===== src/rtl/dhcp6ol_pkg.sv =====
// Shared types, codes and lookup for the DHCPv6 option locator.
package dhcp6ol_pkg;

	localparam int unsigned ADDR_W       = 3;
	localparam int unsigned DATA_W       = 32;
	localparam int unsigned FIFO_DEPTH   = 4;
	localparam int unsigned FIFO_PTR_W   = $clog2(FIFO_DEPTH);
	localparam int unsigned FIFO_CNT_W   = $clog2(FIFO_DEPTH + 1);

	localparam logic [7:0]  MSG_TYPE_RST = 8'd2;
	localparam logic        REG_MSG_TYPE = 1'b0;   // register index, from paddr[2]

	localparam logic [15:0] CODE_CLIENT_ID = 16'd1;
	localparam logic [15:0] CODE_IA_PD     = 16'd25;
	localparam logic [15:0] CODE_IA_PREFIX = 16'd26;
	localparam logic [15:0] CODE_STATUS    = 16'd13;

	localparam logic [2:0] KIND_CLIENT_ID = 3'd0;
	localparam logic [2:0] KIND_IA_PD     = 3'd1;
	localparam logic [2:0] KIND_IA_PREFIX = 3'd2;
	localparam logic [2:0] KIND_STATUS    = 3'd3;
	localparam logic [2:0] KIND_FINAL     = 3'd4;

	localparam logic [2:0] ST_OK        = 3'd0;
	localparam logic [2:0] ST_TOO_SHORT = 3'd1;
	localparam logic [2:0] ST_WRONG_TYPE = 3'd2;
	localparam logic [2:0] ST_TRUNCATED = 3'd3;
	localparam logic [2:0] ST_TOO_LONG  = 3'd4;

	typedef enum logic [2:0] {
		PH_HEADER  = 3'd0,
		PH_CODE_HI = 3'd1,
		PH_CODE_LO = 3'd2,
		PH_LEN_HI  = 3'd3,
		PH_LEN_LO  = 3'd4,
		PH_BODY    = 3'd5
	} phase_t;

	typedef struct packed {
		logic [7:0] data_byte;
		logic       last_byte;
	} in_t;

	typedef struct packed {
		logic [2:0]  kind;
		logic [15:0] option_offset;
		logic [15:0] option_length;
		logic [2:0]  parse_status;
		logic        is_final;
	} out_t;

	typedef struct packed {
		logic       hit;
		logic [2:0] kind;
	} kind_t;

	// Map an option code to its reported kind; hit low for codes not reported.
	function automatic kind_t kind_of(input logic [15:0] code);
		kind_t k;
		k.hit  = 1'b1;
		k.kind = KIND_CLIENT_ID;
		unique case (code)
			CODE_CLIENT_ID: k.kind = KIND_CLIENT_ID;
			CODE_IA_PD:     k.kind = KIND_IA_PD;
			CODE_IA_PREFIX: k.kind = KIND_IA_PREFIX;
			CODE_STATUS:    k.kind = KIND_STATUS;
			default:        k.hit  = 1'b0;
		endcase
		return k;
	endfunction

endpackage


===== src/rtl/dhcpv6_option_locator.sv =====
// DHCPv6 option locator: byte-stream option walker with result queue.
//
// Usage: message bytes enter on the in channel (valid/ready), one byte per
// request, with last_byte set on the final byte. Results leave on the out
// channel: one result per reported option (Client ID, IA_PD, IA Prefix,
// Status Code) and a summary with is_final set after each message's last byte.
// expected_msg_type is written over the APB port at address 0; the user must
// write it only while idle, as the block itself does not enforce this.
// Latency: an accepted request is held in the input register and decoded from
// there into the result queue. Throughput: one byte per cycle while the queue
// has room for two results. Bytes are decoded by the input register and one
// layer of counter/compare logic into a four-entry result queue, which emits
// one result per cycle; a last byte closing a reported option header pushes
// two results. Stall: when the receiver holds out_ready low the queue fills,
// the input register holds, and in_ready drops; nothing is lost.
// Reset: all message state clears, the queue empties and expected_msg_type
// returns to 2 (ADVERTISE). Message state also clears after every last byte.
module dhcpv6_option_locator (
	input  logic                            clk,
	input  logic                            arst_n,
	input  logic                            in_valid,
	output logic                            in_ready,
	input  dhcp6ol_pkg::in_t                in_data,
	output logic                            out_valid,
	input  logic                            out_ready,
	output dhcp6ol_pkg::out_t               out_data,
	input  logic                            psel,
	input  logic                            penable,
	input  logic                            pwrite,
	input  logic [dhcp6ol_pkg::ADDR_W-1:0]  paddr,
	input  logic [dhcp6ol_pkg::DATA_W-1:0]  pwdata,
	output logic [dhcp6ol_pkg::DATA_W-1:0]  prdata,
	output logic                            pready
);
	import dhcp6ol_pkg::*;

	logic [7:0] msg_type_q;

	logic       v_s1;
	in_t        req_s1;
	logic       advance;

	logic [15:0] pos_q, pos_n;
	phase_t      phase_q, phase_n;
	logic [15:0] code_q, code_n;
	logic [15:0] remain_q, remain_n;
	logic [15:0] start_q, start_n;
	logic        mism_q, mism_n;
	logic        ovf_q, ovf_n;

	logic        opt_hit;
	kind_t       kind_lk;
	logic        truncated;
	logic [2:0]  status;
	out_t        opt_res, fin_res;

	out_t                  fifo_q [FIFO_DEPTH];
	logic [FIFO_PTR_W-1:0] wr_ptr_q, rd_ptr_q;
	logic [FIFO_CNT_W-1:0] cnt_q;
	logic                  pop;
	logic                  push_opt, push_fin;
	logic [FIFO_CNT_W-1:0] n_push;

	// configuration port
	assign pready = 1'b1;
	assign prdata = (paddr[2] == REG_MSG_TYPE) ? {{(DATA_W-8){1'b0}}, msg_type_q} : '0;

	always_ff @(posedge clk or negedge arst_n) begin
		if (!arst_n) begin
			msg_type_q <= MSG_TYPE_RST;
		end else if (psel && penable && pwrite && paddr[2] == REG_MSG_TYPE) begin
			msg_type_q <= pwdata[7:0];
		end
	end

	// input register; advance only with room for two results
	assign advance  = v_s1 && (cnt_q <= FIFO_CNT_W'(FIFO_DEPTH - 2));
	assign in_ready = !v_s1 || advance;

	always_ff @(posedge clk or negedge arst_n) begin
		if (!arst_n) begin
			v_s1 <= 1'b0;
		end else if (in_ready) begin
			v_s1 <= in_valid;
		end
	end

	always_ff @(posedge clk) begin
		if (in_ready && in_valid) begin
			req_s1 <= in_data;
		end
	end

	// option walk
	always_comb begin
		pos_n    = pos_q;
		phase_n  = phase_q;
		code_n   = code_q;
		remain_n = remain_q;
		start_n  = start_q;
		mism_n   = mism_q;
		ovf_n    = ovf_q;
		opt_hit  = 1'b0;
		kind_lk  = kind_of(code_q);

		if (pos_q == 16'hFFFF) begin
			ovf_n = 1'b1;
		end else begin
			pos_n = pos_q + 16'd1;
		end

		if (!ovf_n) begin
			case (phase_q)
				PH_HEADER: begin
					if (pos_q == 16'd0 && req_s1.data_byte != msg_type_q)
						mism_n = 1'b1;
					if (pos_q == 16'd3)
						phase_n = PH_CODE_HI;
				end
				PH_CODE_HI: begin
					start_n = pos_q;
					code_n  = {req_s1.data_byte, 8'h00};
					phase_n = PH_CODE_LO;
				end
				PH_CODE_LO: begin
					code_n  = code_q | {8'h00, req_s1.data_byte};
					phase_n = PH_LEN_HI;
				end
				PH_LEN_HI: begin
					remain_n = {req_s1.data_byte, 8'h00};
					phase_n  = PH_LEN_LO;
				end
				PH_LEN_LO: begin
					remain_n = remain_q | {8'h00, req_s1.data_byte};
					opt_hit  = kind_lk.hit && !mism_q;
					phase_n  = (remain_n != 16'd0) ? PH_BODY : PH_CODE_HI;
				end
				PH_BODY: begin
					remain_n = remain_q - 16'd1;
					if (remain_n == 16'd0)
						phase_n = PH_CODE_HI;
				end
				default: begin
				end
			endcase
		end

		truncated = (phase_n == PH_CODE_LO) || (phase_n == PH_LEN_HI) ||
			(phase_n == PH_LEN_LO) || (phase_n == PH_BODY && remain_n != 16'd0);

		if (!ovf_n && pos_n < 16'd5)
			status = ST_TOO_SHORT;
		else if (mism_n)
			status = ST_WRONG_TYPE;
		else if (truncated)
			status = ST_TRUNCATED;
		else if (ovf_n)
			status = ST_TOO_LONG;
		else
			status = ST_OK;

		opt_res.kind          = kind_lk.kind;
		opt_res.option_offset = start_q;
		opt_res.option_length = remain_n;
		opt_res.parse_status  = ST_OK;
		opt_res.is_final      = 1'b0;

		fin_res.kind          = KIND_FINAL;
		fin_res.option_offset = 16'd0;
		fin_res.option_length = 16'd0;
		fin_res.parse_status  = status;
		fin_res.is_final      = 1'b1;
	end

	always_ff @(posedge clk or negedge arst_n) begin
		if (!arst_n) begin
			pos_q    <= '0;
			phase_q  <= PH_HEADER;
			code_q   <= '0;
			remain_q <= '0;
			start_q  <= '0;
			mism_q   <= 1'b0;
			ovf_q    <= 1'b0;
		end else if (advance) begin
			if (req_s1.last_byte) begin
				pos_q    <= '0;
				phase_q  <= PH_HEADER;
				code_q   <= '0;
				remain_q <= '0;
				start_q  <= '0;
				mism_q   <= 1'b0;
				ovf_q    <= 1'b0;
			end else begin
				pos_q    <= pos_n;
				phase_q  <= phase_n;
				code_q   <= code_n;
				remain_q <= remain_n;
				start_q  <= start_n;
				mism_q   <= mism_n;
				ovf_q    <= ovf_n;
			end
		end
	end

	// result queue; the option result goes ahead of the summary
	assign push_opt  = advance && opt_hit;
	assign push_fin  = advance && req_s1.last_byte;
	assign n_push    = FIFO_CNT_W'(push_opt) + FIFO_CNT_W'(push_fin);
	assign pop       = out_valid && out_ready;
	assign out_valid = (cnt_q != '0);
	assign out_data  = fifo_q[rd_ptr_q];

	always_ff @(posedge clk) begin
		if (push_opt) begin
			fifo_q[wr_ptr_q] <= opt_res;
			if (push_fin)
				fifo_q[wr_ptr_q + FIFO_PTR_W'(1)] <= fin_res;
		end else if (push_fin) begin
			fifo_q[wr_ptr_q] <= fin_res;
		end
	end

	always_ff @(posedge clk or negedge arst_n) begin
		if (!arst_n) begin
			wr_ptr_q <= '0;
			rd_ptr_q <= '0;
			cnt_q    <= '0;
		end else begin
			wr_ptr_q <= wr_ptr_q + FIFO_PTR_W'(n_push);
			if (pop)
				rd_ptr_q <= rd_ptr_q + FIFO_PTR_W'(1);
			cnt_q <= cnt_q + n_push - FIFO_CNT_W'(pop);
		end
	end

endmodule

===== config.mk =====
export PLATFORM = sky130hd
export DESIGN_NAME = dhcpv6_option_locator
export DESIGN_NICKNAME = d
export VERILOG_FILES = /design/src/rtl/dhcp6ol_pkg.sv /design/src/rtl/dhcpv6_option_locator.sv
export SDC_FILE = /design/constraint.sdc
export NUM_CORES = 1
export LEC_CHECK = 0
export BUFFER_PORTS_ARGS = -buffer_cell sky130_fd_sc_hd__clkbuf_2
export CAP_MARGIN = 20
export CORE_MARGIN = 5
export CORE_UTILIZATION = 30
export DETAILED_ROUTE_END_ITERATION = 7
export PLACE_DENSITY = 0.45
export SYNTH_ARGS = -nofsm -noshare
export SYNTH_HDL_FRONTEND = slang
export SYNTH_SLANG_ARGS = --single-unit

===== constraint.sdc =====
create_clock -name clk -period 4.91 [get_ports clk]
set_clock_uncertainty 0.2 [all_clocks]
set_input_delay 1.2275 -clock clk [delete_from_list [all_inputs] [get_ports clk]]
set_output_delay 1.2275 -clock clk [all_outputs]
set_load 0.05 [all_outputs]

After elaboration in Yosys (flattened, before gate mapping)
Memories as Yosys holds them, arrays and structs flattened.
Index checks and enable logic that the tools add are counted.
- add/sub/neg operators: 8
- multipliers: 0
- divide/modulo/power cells: 0
- $lt $le $gt $ge: 2
- equal/unequal tests: 17
- shift operators: 0
- muxes and demuxes: 40
- bitwise gates (word level): 4
- reduce and logical (&&, ||, !) cells: 30
- operator list (kind ; number):
    2-to-1 mux 16 bit ; 9
    one-hot mux 16 bit (3 select lines) ; 1
    2-to-1 mux 39 bit ; 1
    equality test 16 x 5 -> 1 bit, second input constant ; 2
    zero test 16 bit ; 2
    OR 16 x 8 -> 16 bit ; 2
    one-hot mux 16 bit (2 select lines) ; 1
    nonzero test 16 bit ; 2
    2-to-1 mux 3 bit ; 9
    one-hot mux 3 bit (6 select lines) ; 1
    adder 16 x 1 -> 16 bit, second input constant ; 1
    equality test 16 x 1 -> 1 bit, second input constant ; 1
    equality test 16 bit, second input constant ; 1
    equality test 16 x 2 -> 1 bit, second input constant ; 1
    equality test 16 x 4 -> 1 bit, second input constant ; 1
    < comparator 16 x 3 -> 1 bit, second input constant ; 1
    2-to-1 mux 1 bit ; 16
    subtractor 16 x 1 -> 16 bit, second input constant ; 1
    equality test 3 x 2 -> 1 bit, second input constant ; 4
    equality test 3 bit, second input constant ; 4
    logical AND 1 bit ; 12
    2-to-1 mux 8 bit ; 1
    inequality test 8 bit ; 1
    one-hot mux 2 bit (3 select lines) ; 1
    17 further kinds ; 25
- register bits: 94
- bits in latches: 0
- memory bits (writable): 156
- bits in read-only memories: 0
- bits of input ports: 51
- output and inout bits: 74
- word-level logic and storage cells: 116
- memories: 1
- memories (memory ; words ; width ; rd ports ; clocked after memory_dff ; wr ports ; RTL line ; text):
    fifo_q ; 4 ; 39 ; 1 ; 0 ; 2 ; dhcpv6_option_locator.sv:57 ; out_t fifo_q [FIFO_DEPTH];

Depth between registers and ports, before layout
Gate-level depths: netlist of the first run.
- depth after elaboration: 13
- depth in mapped cells: 15
- depth with buffers taken out: 14

Worst setup path before layout of the first run
OpenSTA, ideal clock, no wires.
- path type: reg2reg
- start: register pos_q[0]
- end: memory fifo_q[0][1] in the netlist's numbering, enable pin
- setup time: 300 ps
- arrival time: 3066 ps
- data required time: 4410 ps
- setup slack: 1344 ps
- cell stages (with the launch flop): 13
- path buffers: 3
- clock period less this slack: 3566 ps
- cell sequence: dfrtp_1 -> ha_1 -> nand4_4 -> nor4_4 -> buf_4 -> nor3_1 -> nand4_1 -> ha_1 -> clkbuf_1 -> nor3_1 -> a31oi_1 -> clkbuf_1 -> inv_1
- RTL lines (what ; RTL line ; text):
    start: declaration ; dhcpv6_option_locator.sv:43 ; logic [15:0] pos_q, pos_n;
    start signal: assignment ; dhcpv6_option_locator.sv:194 ; pos_q <= pos_n;
    end: declaration ; dhcpv6_option_locator.sv:57 ;

==> results of run 1 <==
## power by group through the flow
| stage | sequential [mW] | clock [mW] | combinational [mW] |
|---|---|---|---|
| 3_5_place_dp | 2.90 | 0 | 3.60 |
| 4_1_cts | 2.86 | 2.39 | 3.62 |
| 5_1_grt | 2.92 | 2.46 | 3.92 |
| 3_3_place_gp | 2.89 | 0 | 3.60 |
| 2_1_floorplan | 2.67 | 0 | 2.77 |
| 6_report | 2.87 | 2.32 | 3.59 |
## final timing paths
kind                               start       endpoint  slack [ns]
setup reg to reg                pos_q[1]   fifo_q[2][2]        0.96
hold / removal             fifo_q[3][22]  fifo_q[3][22]        0.28
max in group asynchronous         arst_n    start_q[12]        3.08
setup / recovery                pos_q[1]   fifo_q[2][2]        0.96
min in group asynchronous         arst_n   remain_q[15]        0.59
hold reg to reg            fifo_q[3][22]  fifo_q[3][22]        0.28
## per-stage QoR
stage	cells	power (mW)	util, %	setup slack (ns)
after floorplan	1193	5.431	-	1.344
after global placement	1702	6.492	32.48	0.9562
after CTS	1756	8.869	35.11	0.9503
after global routing	1756	9.302	35.11	0.6853
final	1756	8.782	35.11	0.9554
after detailed placement	1702	6.500	32.48	0.9774
## cell usage after synthesis (14+ instances only)
cell type    n  area share, %
a31oi_1     14           0.72
nor2b_1     34            1.8
o21ai_0     44            1.8
dfrtp_1     84             17
nor3_1      27            1.1
a22o_1     156             11
inv_1       29           0.90
nand2_1     65            2.0
edfxtp_1    21            5.2
clkbuf_1    69            2.1
a21oi_1     45            1.9
buf_2       16           0.66
nand2b_1    17           0.88
mux4_2      38            7.1
nor2_1      84            2.6
dfxtp_1    140             23
buf_4       27            1.7
nor4_1      14           0.72
## cell families (layout without fill, tap and decap cells)
group / after synthesis / after routing / share of synthesized area, %
and+or+nand+nor: 342 / 342 / 15.39
AOI/OAI and AO/OA: 341 / 341 / 21.57
DFF: 246 / 246 / 45.93
buffers and inverters: 152 / 190 / 5.777
muxes: 51 / 51 / 8.236
xor gates and xnor gates: 24 / 24 / 1.736
adders and majority gates: 12 / 12 / 1.302
other: 2 / 25 / 0.06203
## worst register-to-register path, stage by stage (launching register included)
cell	delay, ns
dfrtp_1	0.44
ha_1	0.31
nand4_4	0.19
nor4_4	0.07
nor3_1	0.54
nand4_1	0.27
ha_1	0.40
nand2b_1	0.21
o21ai_0	0.47
inv_1	0.14
or4_1	0.42
o311ai_1	0.10
## layer usage
metal  GRT usage (%)  wire length, µm  vias up
li1                -                -     4451
met4           3.756              748        0
met5               0                0        -
met2           24.42            15970      191
met1           22.58            17300     4691
met3           2.807             1531       51
## flip-flops by register name (all words and copies together) (netlist names)
name	cells
msg_type_q	8
remain_q	16
ovf_q	1
mism_q	1
wr_ptr_q	2
start_q	16
rd_ptr_q	2
code_q	16
v_s1	1
fifo_q	152
phase_q	3
cnt_q	3
pos_q	16
req_s1	9
## final cells by class
cell class              instances  area, µm²
clock buffers                  43      890.9
flip-flops and latches        246       5564
multi-input cells             795       5969
clock inverters                11      156.4
inverters                      29      108.9
well taps                     525      656.9
repair buffers                107      635.6
fillers                      4070      25840
==> run summary, run 1 <==
Run status: finished clean
Per-cell via count in the routed design: 5.344
Count of yosys warnings during synthesis: 0
Type of destination of the critical path: flop
Mean post-synth cell area: 10.35 µm²
Switch share: 41.77%
Crit-path max cell delay: 0.54 ns
Setup Fix Bufs, Post-CTS: 0
Leading cell type in the layout, fill and taps excluded: a22o_1
Maximum VDD drop: 0.2793 mV
DRC violation count after routing: 0
Total count of max-transition violations in the final report: 0
Timing-limited maximum frequency: 0.2529 GHz
Power Internal: 5.114 mW
Most prevalent standard cell on the critical path: ha_1
Final HPWL from detailed placement: 23220 µm
Minimum hold slack: 0.2759 ns
Net switching power of the design: 3.668 mW
DIE AREA: 0.04448 mm²
Global-route wire length before repair: 55970 µm
Initial antenna violation count: 0
Critical Path AT: 4.12 ns
WL per Instance: 20.25 µm
Nets: 1271
Final total negative setup slack: 0 ns
Share of flip-flops with an asynchronous set or reset after synthesis: 34.55%
Largest net degree at the start of global routing: 64
First-pass iteration count of the detailed router: 5
Pleak: 5.774 nW
P&R area growth vs syn: 15.48%
Number of endpoints with negative hold slack in the final report: 0
Worst hold-check path type: reg -> reg
Routed Antenna Nets: 0
Sinks on Clock Net: 246
Stages on the worst setup path: 11
Data required time at the worst endpoint: 5.08 ns
Die boundary height: 210.9 µm
Max stage delay cell, worst path: nor3_1
GRT Resource Usage Total: 15.62%
Detailed router's first-iteration violation count: 655
Depth of the worst register-to-register path: 11
Count of hold buffers inserted by post-cts repair: 0
Tcrit/Tclk final: 80.54%
Clk_lat worst skew: 0.57 ns
RSZ-0062 raised after global routing: false
Share of total power in sequential cells: 32.6%
Number of different library cells in the post-synthesis netlist: 83
Cell area after technology mapping: 0.01211 mm²
Path type of the worst setup path: reg -> reg
Slew at the pin with the worst max-slew slack: 0.8932 ns
Most frequent cells in the layout: a22o_1 (156), dfxtp_1 (140), dfrtp_1 (82), nor2_1 (81), clkbuf_2 (72)
Synthesized flop and latch total: 246
Global placer's final weighted congestion: 0.8865
Combinational share of power: 40.9%
Core area: 0.03982 mm²
Clock transition time at the flip-flop clock pins of the worst setup and hold paths: 0.06 ns
Vias in the first global route: 9231
Ys flop type: dfxtp_1
Clock tree from TritonCTS: yes
Number of instances in the synthesized netlist: 1170
Total placed instance area: 0.01293 mm²
Critical path cell sequence: ha_1, nand4_4, nor4_4, nor3_1, nand4_1, ha_1, nand2b_1, o21ai_0, inv_1, or4_1, o311ai_1
Global-route congestion overflow total: 0
Final non-filler cell area: 0.01398 mm²
Clock network fraction of design power: 26.4%
Crit Path Max Fanout: 9
Power per cell area: 628.1 mW/mm²
Maximum number of buffers from clock root to sink: 3
Headroom to the max-slew limit: 40.46%
Number of buffers created by CTS: 29
Sequential fraction of the synthesis area: 45.93%
Initial standard-cell utilization of the core: 30.40%
Worst hold path depth: 1
# diodes: 0
Root buffer cell: clkbuf_16
Number of endpoints failing setup at the final stage: 0
Cell Rows: 73
Share of post-route cells with drive strength above 1: 19.17%
Count of buffers from port buffering: 73
Max-cap check violation count: 0
Overall via count from detail_route: 9384
Number of gates resized after CTS: 0
Routed wire length: 35560 µm
CP top delay family: simple AND/OR/NAND/NOR gates
CP Launch Type: flop
Min cycle time layout: 3.955 ns
Number of H-tree branching levels: 1
Die W: 210.9 µm
Total buffers and inverters traversed by the critical path: 1
I/O pin cnt: 125
Count of flip-flops with a built-in enable after synthesis: 21
No activity file was read; power rests on OpenSTA's default activity.
==> inputs of run 2 (changes only) <==
--- a/config.mk
+++ b/config.mk
@@ -5,12 +5,13 @@
 export SDC_FILE = /design/constraint.sdc
 export NUM_CORES = 1
 export LEC_CHECK = 0
+export ABC_AREA = 1
 export BUFFER_PORTS_ARGS = -buffer_cell sky130_fd_sc_hd__clkbuf_2
 export CAP_MARGIN = 20
 export CORE_MARGIN = 5
 export CORE_UTILIZATION = 30
 export DETAILED_ROUTE_END_ITERATION = 7
-export PLACE_DENSITY = 0.45
+export PLACE_DENSITY = 0.47
 export SYNTH_ARGS = -nofsm -noshare
 export SYNTH_HDL_FRONTEND = slang
 export SYNTH_SLANG_ARGS = --single-unit
==> constraint.sdc (replaced) <==
create_clock -name clk -period 3.6 [get_ports clk]
set_clock_uncertainty 0.2 [all_clocks]
set_input_delay 0.9 -clock clk [delete_from_list [all_inputs] [get_ports clk]]
set_output_delay 0.9 -clock clk [all_outputs]
set_load 0.05 [all_outputs]
==> run 2 against run 1 <==
Fmax rose by 16%; non-clock buffer count rose by 5; combinational power rose by 130%; die area fell by 1.5%; highest routed layer unchanged; worst hold slack got worse by 0.14 ns; largest cell class is now flip-flops and latches; register-to-register slack got worse by 0.77 ns; worst setup slack got worse by 0.77 ns; sequential share of layout area fell by 1.1 points; count of clock-buffer cells in the layout fell by 3; power rose by 73%; global-route usage barely moved.
==> run summary, run 2 <==
I/O pin cnt: 125 (unchanged)
Routed Antenna Nets: 0 (unchanged)
First-pass iteration count of the detailed router: 5 (unchanged)
Multiplexer area fraction after synthesis: 0% (was 8.236%)
Total buffers and inverters traversed by the critical path: 5 (was 1)
Initial antenna violation count: 0 (unchanged)
Detailed router's first-iteration violation count: 709 (was 655)
Most frequent cell after synthesis: nand2_1 (was a22o_1)
Ys flop type: dfxtp_1 (unchanged)
Run status: finished clean (unchanged)
Post-synthesis share of cell area spent on xor and xnor gates: 1.092% (was 1.736%)
Global-route wire length before repair: 55880 µm (was 55970 µm)
Largest net degree at the start of global routing: 79 (was 64)
CP top delay family: adder cells (was simple AND/OR/NAND/NOR gates)
Share of synthesized cell area in and, or, nand and nor gates: 22.52% (was 15.39%)
Nets: 1694 (was 1271)
Worst hold-check path type: in -> async (was reg -> reg)
Routed wire length: 35140 µm (was 35560 µm)
Number of buffers created by CTS: 29 (unchanged)
P&R area growth vs syn: 20.64% (was 15.48%)
Global-route congestion overflow total: 0 (unchanged)
Power per cell area: 1056 mW/mm² (was 628.1 mW/mm²)
Core area: 0.03955 mm² (was 0.03982 mm²)
Max stage delay cell, worst path: dfrtp_1 (was nor3_1)
Count of yosys warnings during synthesis: 0 (unchanged)
DIE AREA: 0.04383 mm² (was 0.04448 mm²)
Overall power of the completed layout: 15.19 mW (was 8.782 mW)
Top cells by instance count after synthesis: nand2_1 (271), inv_1 (206), nor2_1 (170) (was a22o_1 (156), dfxtp_1 (140), dfrtp_1 (84), nor2_1 (84), clkbuf_1 (69))
Maximum VDD drop: 0.4514 mV (was 0.2793 mV)
Synthesized-area fraction occupied by ao, oa, aoi and oai cells: 17.31% (was 21.57%)
Vias in the first global route: 10050 (was 9231)
Clock tree from TritonCTS: yes (unchanged)
Max-cap check violation count: 0 (unchanged)
Root buffer cell: clkbuf_16 (unchanged)
Critical path cell sequence: nor4_2, nand4_1, inv_2, nand4_1, o311ai_2, nand3_1, nor3_2, inv_2, ha_4, inv_4, ha_4, inv_2, ha_4, inv_2, fa_2, xnor2_2, xor2_1 (was ha_1, nand4_4, nor4_4, nor3_1, nand4_1, ha_1, nand2b_1, o21ai_0, inv_1, or4_1, o311ai_1)
Flip-flop count of the largest register after layout: 152 (unchanged)
Global placer's final weighted congestion: 0.9035 (was 0.8865)
Clock transition time at the flip-flop clock pins of the worst setup and hold paths: 0.06 ns (about the same)
# diodes: 0 (unchanged)
Number of endpoints failing setup at the final stage: 0 (unchanged)
Min cycle time layout: 3.415 ns (was 3.955 ns)
Count of flip-flops with a built-in enable after synthesis: 21 (unchanged)
Headroom to the max-slew limit: 46.65% (was 40.46%)
Cell types occupying the most area after synthesis: dfxtp_1 (24%), dfrtp_1 (18%), o22ai_1 (8.6%) (was dfxtp_1 (23%), dfrtp_1 (17%), a22o_1 (11%))
Count of buffers from port buffering: 73 (unchanged)
WL per Instance: 16.13 µm (was 20.25 µm)
Overall via count from detail_route: 10420 (was 9384)
Tcrit/Tclk final: 94.86% (was 80.54%)
Type of destination of the critical path: flop (unchanged)
Final HPWL from detailed placement: 23400 µm (was 23220 µm)
CP Launch Type: flop (unchanged)
Die boundary height: 209.3 µm (was 210.9 µm)
Critical Path AT: 3.67 ns (was 4.12 ns)
DRC violation count after routing: 0 (unchanged)
Crit Path Max Fanout: 3 (was 9)
GRT Resource Usage Total: 15.60% (was 15.62%)
Crit-path max cell delay: 0.38 ns (was 0.54 ns)
RSZ-0062 raised after global routing: true (was false)
Data required time at the worst endpoint: 3.85 ns (was 5.08 ns)
Share of post-route cells with drive strength above 1: 13.72% (was 19.17%)
Share of the synthesized area in the top cell type: 23.51% (was 23.15%)
Sequential fraction of the synthesis area: 46.65% (was 45.93%)
Sinks on Clock Net: 246 (unchanged)
Most frequent cells in the layout: nand2_1 (270), inv_1 (199), nor2_1 (169), o22ai_1 (164), o21ai_0 (156) (was a22o_1 (156), dfxtp_1 (140), dfrtp_1 (82), nor2_1 (81), clkbuf_2 (72))
Dominant combinational cell family by area after synthesis: simple AND/OR/NAND/NOR gates (was compound AO/OA/AOI/OAI gates)
Share of flip-flops with an asynchronous set or reset after synthesis: 34.55% (unchanged)
Timing-limited maximum frequency: 0.2928 GHz (was 0.2529 GHz)
Clk_lat worst skew: 0.57 ns (about the same)
Most flop-heavy register: fifo_q (unchanged)
Mean post-synth cell area: 7.608 µm² (was 10.35 µm²)
Leading cell type in the layout, fill and taps excluded: nand2_1 (was a22o_1)
Maximum number of buffers from clock root to sink: 3 (unchanged)
Initial standard-cell utilization of the core: 30.14% (was 30.40%)
Most prevalent standard cell on the critical path: inv_2 (was ha_1)
Final total negative setup slack: 0 ns (unchanged)
Synth Area in Adders: 1.322% (was 1.302%)
Per-cell via count in the routed design: 4.782 (was 5.344)
Number of different library cells in the post-synthesis netlist: 50 (was 83)
Yosys top cell by area: dfxtp_1 (unchanged)
Cell Rows: 73 (unchanged)
Total count of max-transition violations in the final report: 0 (unchanged)
Count of hold buffers inserted by post-cts repair: 0 (unchanged)
Pleak: 6.313 nW (was 5.774 nW)
Filler cell count: 4108 (was 4070)
Number of instances in the synthesized netlist: 1567 (was 1170)
Slew at the pin with the worst max-slew slack: 0.8002 ns (was 0.8932 ns)
Number of H-tree branching levels: 1 (unchanged)
Path type of the worst setup path: reg -> reg (unchanged)
Die W: 209.3 µm (was 210.9 µm)
Cell area after technology mapping: 0.01192 mm² (was 0.01211 mm²)
Synthesized flop and latch total: 246 (unchanged)
Number of endpoints with negative hold slack in the final report: 0 (unchanged)
## run 2: cell types whose count changed after synthesis, moves of 17 or more
cell / delta
nand2_1: +206
inv_1: +177
a22o_1: -156
o22ai_1: +154
o21ai_0: +112
nand3_1: +89
nor2_1: +86
mux4_2: -38
nor2b_1: -34
nand2b_1: -17
## run 2: metrics by stage
stage	instance area [µm²]	std cells	setup slack, ns	hold slack, ns	util [%]
2_1_floorplan	12010	1590	0.1791	0.2216	-
3_3_place_gp	13340	2121	0.03227	0.2351	33.72
3_5_place_dp	13340	2121	-0.01801	0.2349	33.72
4_1_cts	14290	2175	0.01370	0.1372	36.12
5_1_grt	14380	2179	-0.05376	0.1645	36.37
6_report	14380	2179	0.1849	0.1347	36.37
## run 2: worst paths after layout
| path | startpoint | to | slack (ns) | cells after the start |
|---|---|---|---|---|
| setup reg to reg | code_q[8] | cnt_q[2] | 0.18 | 17 |
| max in group asynchronous | arst_n | msg_type_q[1] | 2.36 | 2 |
| min in group clk | fifo_q[1][0] | fifo_q[1][0] | 0.25 | 2 |
| setup / recovery | code_q[8] | cnt_q[2] | 0.18 | 17 |
| hold / removal | arst_n | pos_q[12] | 0.13 | 1 |
| hold reg to reg | fifo_q[1][0] | fifo_q[1][0] | 0.25 | 2 |
## run 2: kinds of logic (layout without fill, tap and decap cells)
kind of cell             count (synthesis)  in the layout
AND/OR/NAND/NOR                        610            610
AO/OA/AOI/OAI                          367            367
buffers and inverters                  316            380
flip-flops                             246            246
XOR/XNOR                                14             14
adder cells (fa/ha/maj)                 12             12
other                                    2             25
## run 2: area by class of cell
| class | instances | area (µm²) | share of cell area (%) |
|---|---|---|---|
| Inverter | 214 | 810.8 | 5.637 |
| Multi-Input combinational cell | 1028 | 5223 | 36.31 |
| Clock inverter | 14 | 95.09 | 0.6612 |
| Sequential cell | 246 | 5563 | 38.68 |
| Clock buffer | 40 | 848.3 | 5.898 |
| Tap cell | 525 | 656.9 | 4.567 |
| Timing Repair Buffer | 112 | 1186 | 8.247 |
## run 2: power breakdown
part	switching (mW)	total [mW]	internal, mW	leakage [nW]
clock	1.20	2.85	1.65	0.465
sequential	0.504	4.14	3.64	2.47
combinational	5.28	8.20	2.92	3.38
total	6.98	15.2	8.21	6.31
## run 2: timing repair
item | CTS | global route
buffers inserted | 0 | 4
gates cloned | 0 | 0
pin swaps | 1 | 10
setup endpoints to repair | 1 | 5
resized for setup | 2 | 16
## run 2: per-layer routing
layer | GRT usage, % | share of wire [%] | vias to the layer above
li1 | - | - | 5267
met2 | 23.87 | 44 | 262
met5 | 0 | 0 | -
met4 | 3.083 | 1.6 | 0
met3 | 2.556 | 5.0 | 33
met1 | 23.33 | 50 | 4859
==> inputs of run 3 (changes only) <==
--- a/config.mk
+++ b/config.mk
@@ -5,10 +5,9 @@
 export SDC_FILE = /design/constraint.sdc
 export NUM_CORES = 1
 export LEC_CHECK = 0
-export ABC_AREA = 1
 export BUFFER_PORTS_ARGS = -buffer_cell sky130_fd_sc_hd__clkbuf_2
 export CAP_MARGIN = 20
-export CORE_MARGIN = 5
+export CORE_MARGIN = 3
 export CORE_UTILIZATION = 30
 export DETAILED_ROUTE_END_ITERATION = 7
 export PLACE_DENSITY = 0.47
==> run 3 against run 2 <==
Critical path depth decreased by 14; global-route usage increased by 1.5 points; sequential cell count unchanged; routed wire length rose by 4.0%; cell area shrank 0.28%; via count fell by 7.0%; die area down 2.3%; combinational power shrank 36%; non-clock buffer count increased by 46; core utilization is 0.15 points higher; sequential share of layout area increased by 0.12 points; critical path type is now reg -> out; critical endpoint is now out_data[4]; largest cell class is now multi-input gates; largest power group unchanged.
==> run summary, run 3 (synthesis gave the netlist of run 1 again) <==
Share of total power in sequential cells: 32.2% (was 27.3%)
Clock tree from TritonCTS: yes (unchanged)
Per-cell via count in the routed design: 5.382 (was 4.782)
First-pass iteration count of the detailed router: 5 (unchanged)
Worst hold-check path type: in -> async (unchanged)
Setup Fix Bufs, Post-CTS: 0 (unchanged)
Critical Path AT: 2.34 ns (was 3.67 ns)
Global placer's final weighted congestion: 0.8955 (was 0.9035)
P&R area growth vs syn: 18.46% (was 20.64%)
DRC violation count after routing: 0 (unchanged)
Run status: finished clean (unchanged)
Routed wire length: 36530 µm (was 35140 µm)
Start of the worst register-to-register path: remain_q[1] (was code_q[8])
Core area: 0.03928 mm² (was 0.03955 mm²)
Nets: 1322 (was 1694)
Root buffer cell: clkbuf_16 (unchanged)
Most frequent cells in the layout: a22o_1 (156), dfxtp_1 (140), dfrtp_1 (82), nor2_1 (81), buf_4 (79) (was nand2_1 (270), inv_1 (199), nor2_1 (169), o22ai_1 (164), o21ai_0 (156))
Clock network fraction of design power: 24.2% (was 18.8%)
Crit Path Max Fanout: 13 (was 3)
Crit-path max cell delay: 0.71 ns (was 0.38 ns)
Timing-limited maximum frequency: 0.2905 GHz (was 0.2928 GHz)
Routed Antenna Nets: 0 (unchanged)
Headroom to the max-slew limit: 47.05% (was 46.65%)
Final HPWL from detailed placement: 24450 µm (was 23400 µm)
Die W: 206.9 µm (was 209.3 µm)
Tcrit/Tclk final: 95.63% (was 94.86%)
Number of endpoints with negative hold slack in the final report: 0 (unchanged)
Sinks on Clock Net: 246 (unchanged)
Cell Rows: 72 (was 73)
Leading cell type in the layout, fill and taps excluded: a22o_1 (was nand2_1)
Count of hold buffers inserted by post-cts repair: 0 (unchanged)
Vias in the first global route: 9539 (was 10050)
CP Launch Type: flop (unchanged)
Type of destination of the critical path: primary output (was flop)
Net switching power of the design: 5.059 mW (was 6.981 mW)
Maximum VDD drop: 0.3937 mV (was 0.4514 mV)
Core occupancy in the finished layout: 36.52% (was 36.37%)
Power per cell area: 838.5 mW/mm² (was 1056 mW/mm²)
Path type of the worst setup path: reg -> out (was reg -> reg)
Final non-filler cell area: 0.01434 mm² (was 0.01438 mm²)
I/O pin cnt: 125 (unchanged)
Internal reg-to-reg setup slack: 0.22 ns (was 0.18 ns)
GRT Resource Usage Total: 17.12% (was 15.60%)
WL per Instance: 20.29 µm (was 16.13 µm)
Detailed router's first-iteration violation count: 791 (was 709)
Largest net degree at the start of global routing: 51 (was 79)
Total count of max-transition violations in the final report: 0 (unchanged)
Total buffers and inverters traversed by the critical path: 2 (was 5)
Data required time at the worst endpoint: 2.50 ns (was 3.85 ns)
Total placed instance area: 0.01336 mm² (was 0.01334 mm²)
DIE AREA: 0.04281 mm² (was 0.04383 mm²)
Pleak: 6.012 nW (was 6.313 nW)
Max-cap check violation count: 0 (unchanged)
Endpoint of the most critical setup path: out_data[4] (was cnt_q[2])
Clk_lat worst skew: 0.57 ns (about the same)
Reg-to-Reg End: fifo_q[0][2] (was cnt_q[2])
Most flop-heavy register: fifo_q (unchanged)
Number of H-tree branching levels: 1 (unchanged)
Initial antenna violation count: 0 (unchanged)
Overall via count from detail_route: 9687 (was 10420)
Number of buffers created by CTS: 29 (unchanged)
# diodes: 0 (unchanged)
Final total negative setup slack: 0 ns (unchanged)
Min cycle time layout: 3.443 ns (was 3.415 ns)
Number of endpoints failing setup at the final stage: 0 (unchanged)
Global-route wire length before repair: 57350 µm (was 55880 µm)
Die boundary height: 206.9 µm (was 209.3 µm)
Maximum number of buffers from clock root to sink: 3 (unchanged)
Filler cell count: 4008 (was 4108)
RSZ-0062 raised after global routing: true (unchanged)
Global-route congestion overflow total: 0 (unchanged)
Stages on the worst setup path: 3 (was 17)
Depth of the worst register-to-register path: 11 (was 17)
Count of buffers from port buffering: 73 (unchanged)
Slew at the pin with the worst max-slew slack: 0.7914 ns (was 0.8002 ns)
Worst setup startpoint: rd_ptr_q[1] (was code_q[8])
Switch share: 42.07% (was 45.95%)
Share of post-route cells with drive strength above 1: 22.07% (was 13.72%)
Flip-flop count of the largest register after layout: 152 (unchanged)
Power Internal: 6.967 mW (was 8.213 mW)
Initial standard-cell utilization of the core: 30.83% (was 30.14%)
CP top delay family: flip-flops (was adder cells)
Clock transition time at the flip-flop clock pins of the worst setup and hold paths: 0.07 ns (was 0.06 ns)
Max stage delay cell, worst path: dfrtp_2 (was dfrtp_1)
Critical path cell sequence: buf_12, mux4_2, clkbuf_2 (was nor4_2, nand4_1, inv_2, nand4_1, o311ai_2, nand3_1, nor3_2, inv_2, ha_4, inv_4, ha_4, inv_2, ha_4, inv_2, fa_2, xnor2_2, xor2_1)
Combinational share of power: 43.6% (was 54.0%)
run 3: cell types whose count changed in the layout (fill, tap and decap cells not counted), moves of 38 or more:
cell	before	now
nand2_1	270	65
inv_1	199	29
a22o_1	0	156
o22ai_1	164	10
o21ai_0	156	44
nand3_1	102	13
nor2_1	169	81
buf_4	34	79
mux4_2	0	38
run 3: how the worst min path moves through the flow:
stage                  start             to  slack (ns)
6_report              arst_n       pos_q[4]        0.18
5_1_grt               arst_n       pos_q[4]        0.21
4_1_cts               arst_n       pos_q[4]        0.18
3_5_place_dp   fifo_q[1][23]  fifo_q[1][23]        0.26
3_3_place_gp    fifo_q[3][9]   fifo_q[3][9]        0.26
2_1_floorplan   fifo_q[3][0]   fifo_q[3][0]        0.24
run 3: timing repair:
action                                 in CTS  in global routing
resized for setup                           0                  1
setup endpoints to repair                   0                  5
endpoints found under the hold margin       0                  0
run 3: final cells by class:
class / instances / area (µm²) / share of cell area [%]
Sequential cell: 246 / 5564 / 38.79
Clock buffer: 47 / 895.9 / 6.246
Multi-Input combinational cell: 795 / 5974 / 41.66
Inverter: 29 / 108.9 / 0.7590
Tap cell: 518 / 648.1 / 4.519
Timing Repair Buffer: 158 / 1094 / 7.625
Clock inverter: 7 / 57.56 / 0.4013
run 3: metrics by stage:
stage / total power, mW / hold slack, ns / setup slack, ns / cells
final: 12.03 / 0.1837 / 0.1572 / 1800
after global routing: 12.79 / 0.2143 / -0.02184 / 1800
after CTS: 12.13 / 0.1830 / 0.09760 / 1799
after detailed placement: 9.164 / 0.2592 / 0.2262 / 1745
after global placement: 9.126 / 0.2562 / 0.2670 / 1745
after floorplan: 7.408 / 0.2365 / 0.03380 / 1193
run 3: power by group through the flow:
stage / Clock (mW) / Combinational (mW) / Sequential, mW
6_report: 2.91 / 5.24 / 3.88
5_1_grt: 3.11 / 5.71 / 3.97
4_1_cts: 3.00 / 5.25 / 3.88
3_5_place_dp: 0 / 5.24 / 3.93
3_3_place_gp: 0 / 5.20 / 3.93
2_1_floorplan: 0 / 3.77 / 3.64
run 3: metal layers:
layer / wire [µm] / track usage, % / up-vias
met5: 0 / 0 / -
met4: 853 / 3.901 / 0
met3: 1773 / 2.729 / 56
met2: 16290 / 26.69 / 258
met1: 17620 / 25.07 / 4823
li1: - / - / 4550
run 3: worst register-to-register path, cell delays in order, from the launching register on:
cell,delay (ns)
dfrtp_1,0.46
inv_1,0.11
ha_1,0.16
buf_4,0.20
inv_1,0.12
nor4b_1,0.29
o211ai_1,0.15
a2111oi_2,0.46
buf_4,0.19
o211ai_1,0.18
or4_1,0.57
o311ai_1,0.09
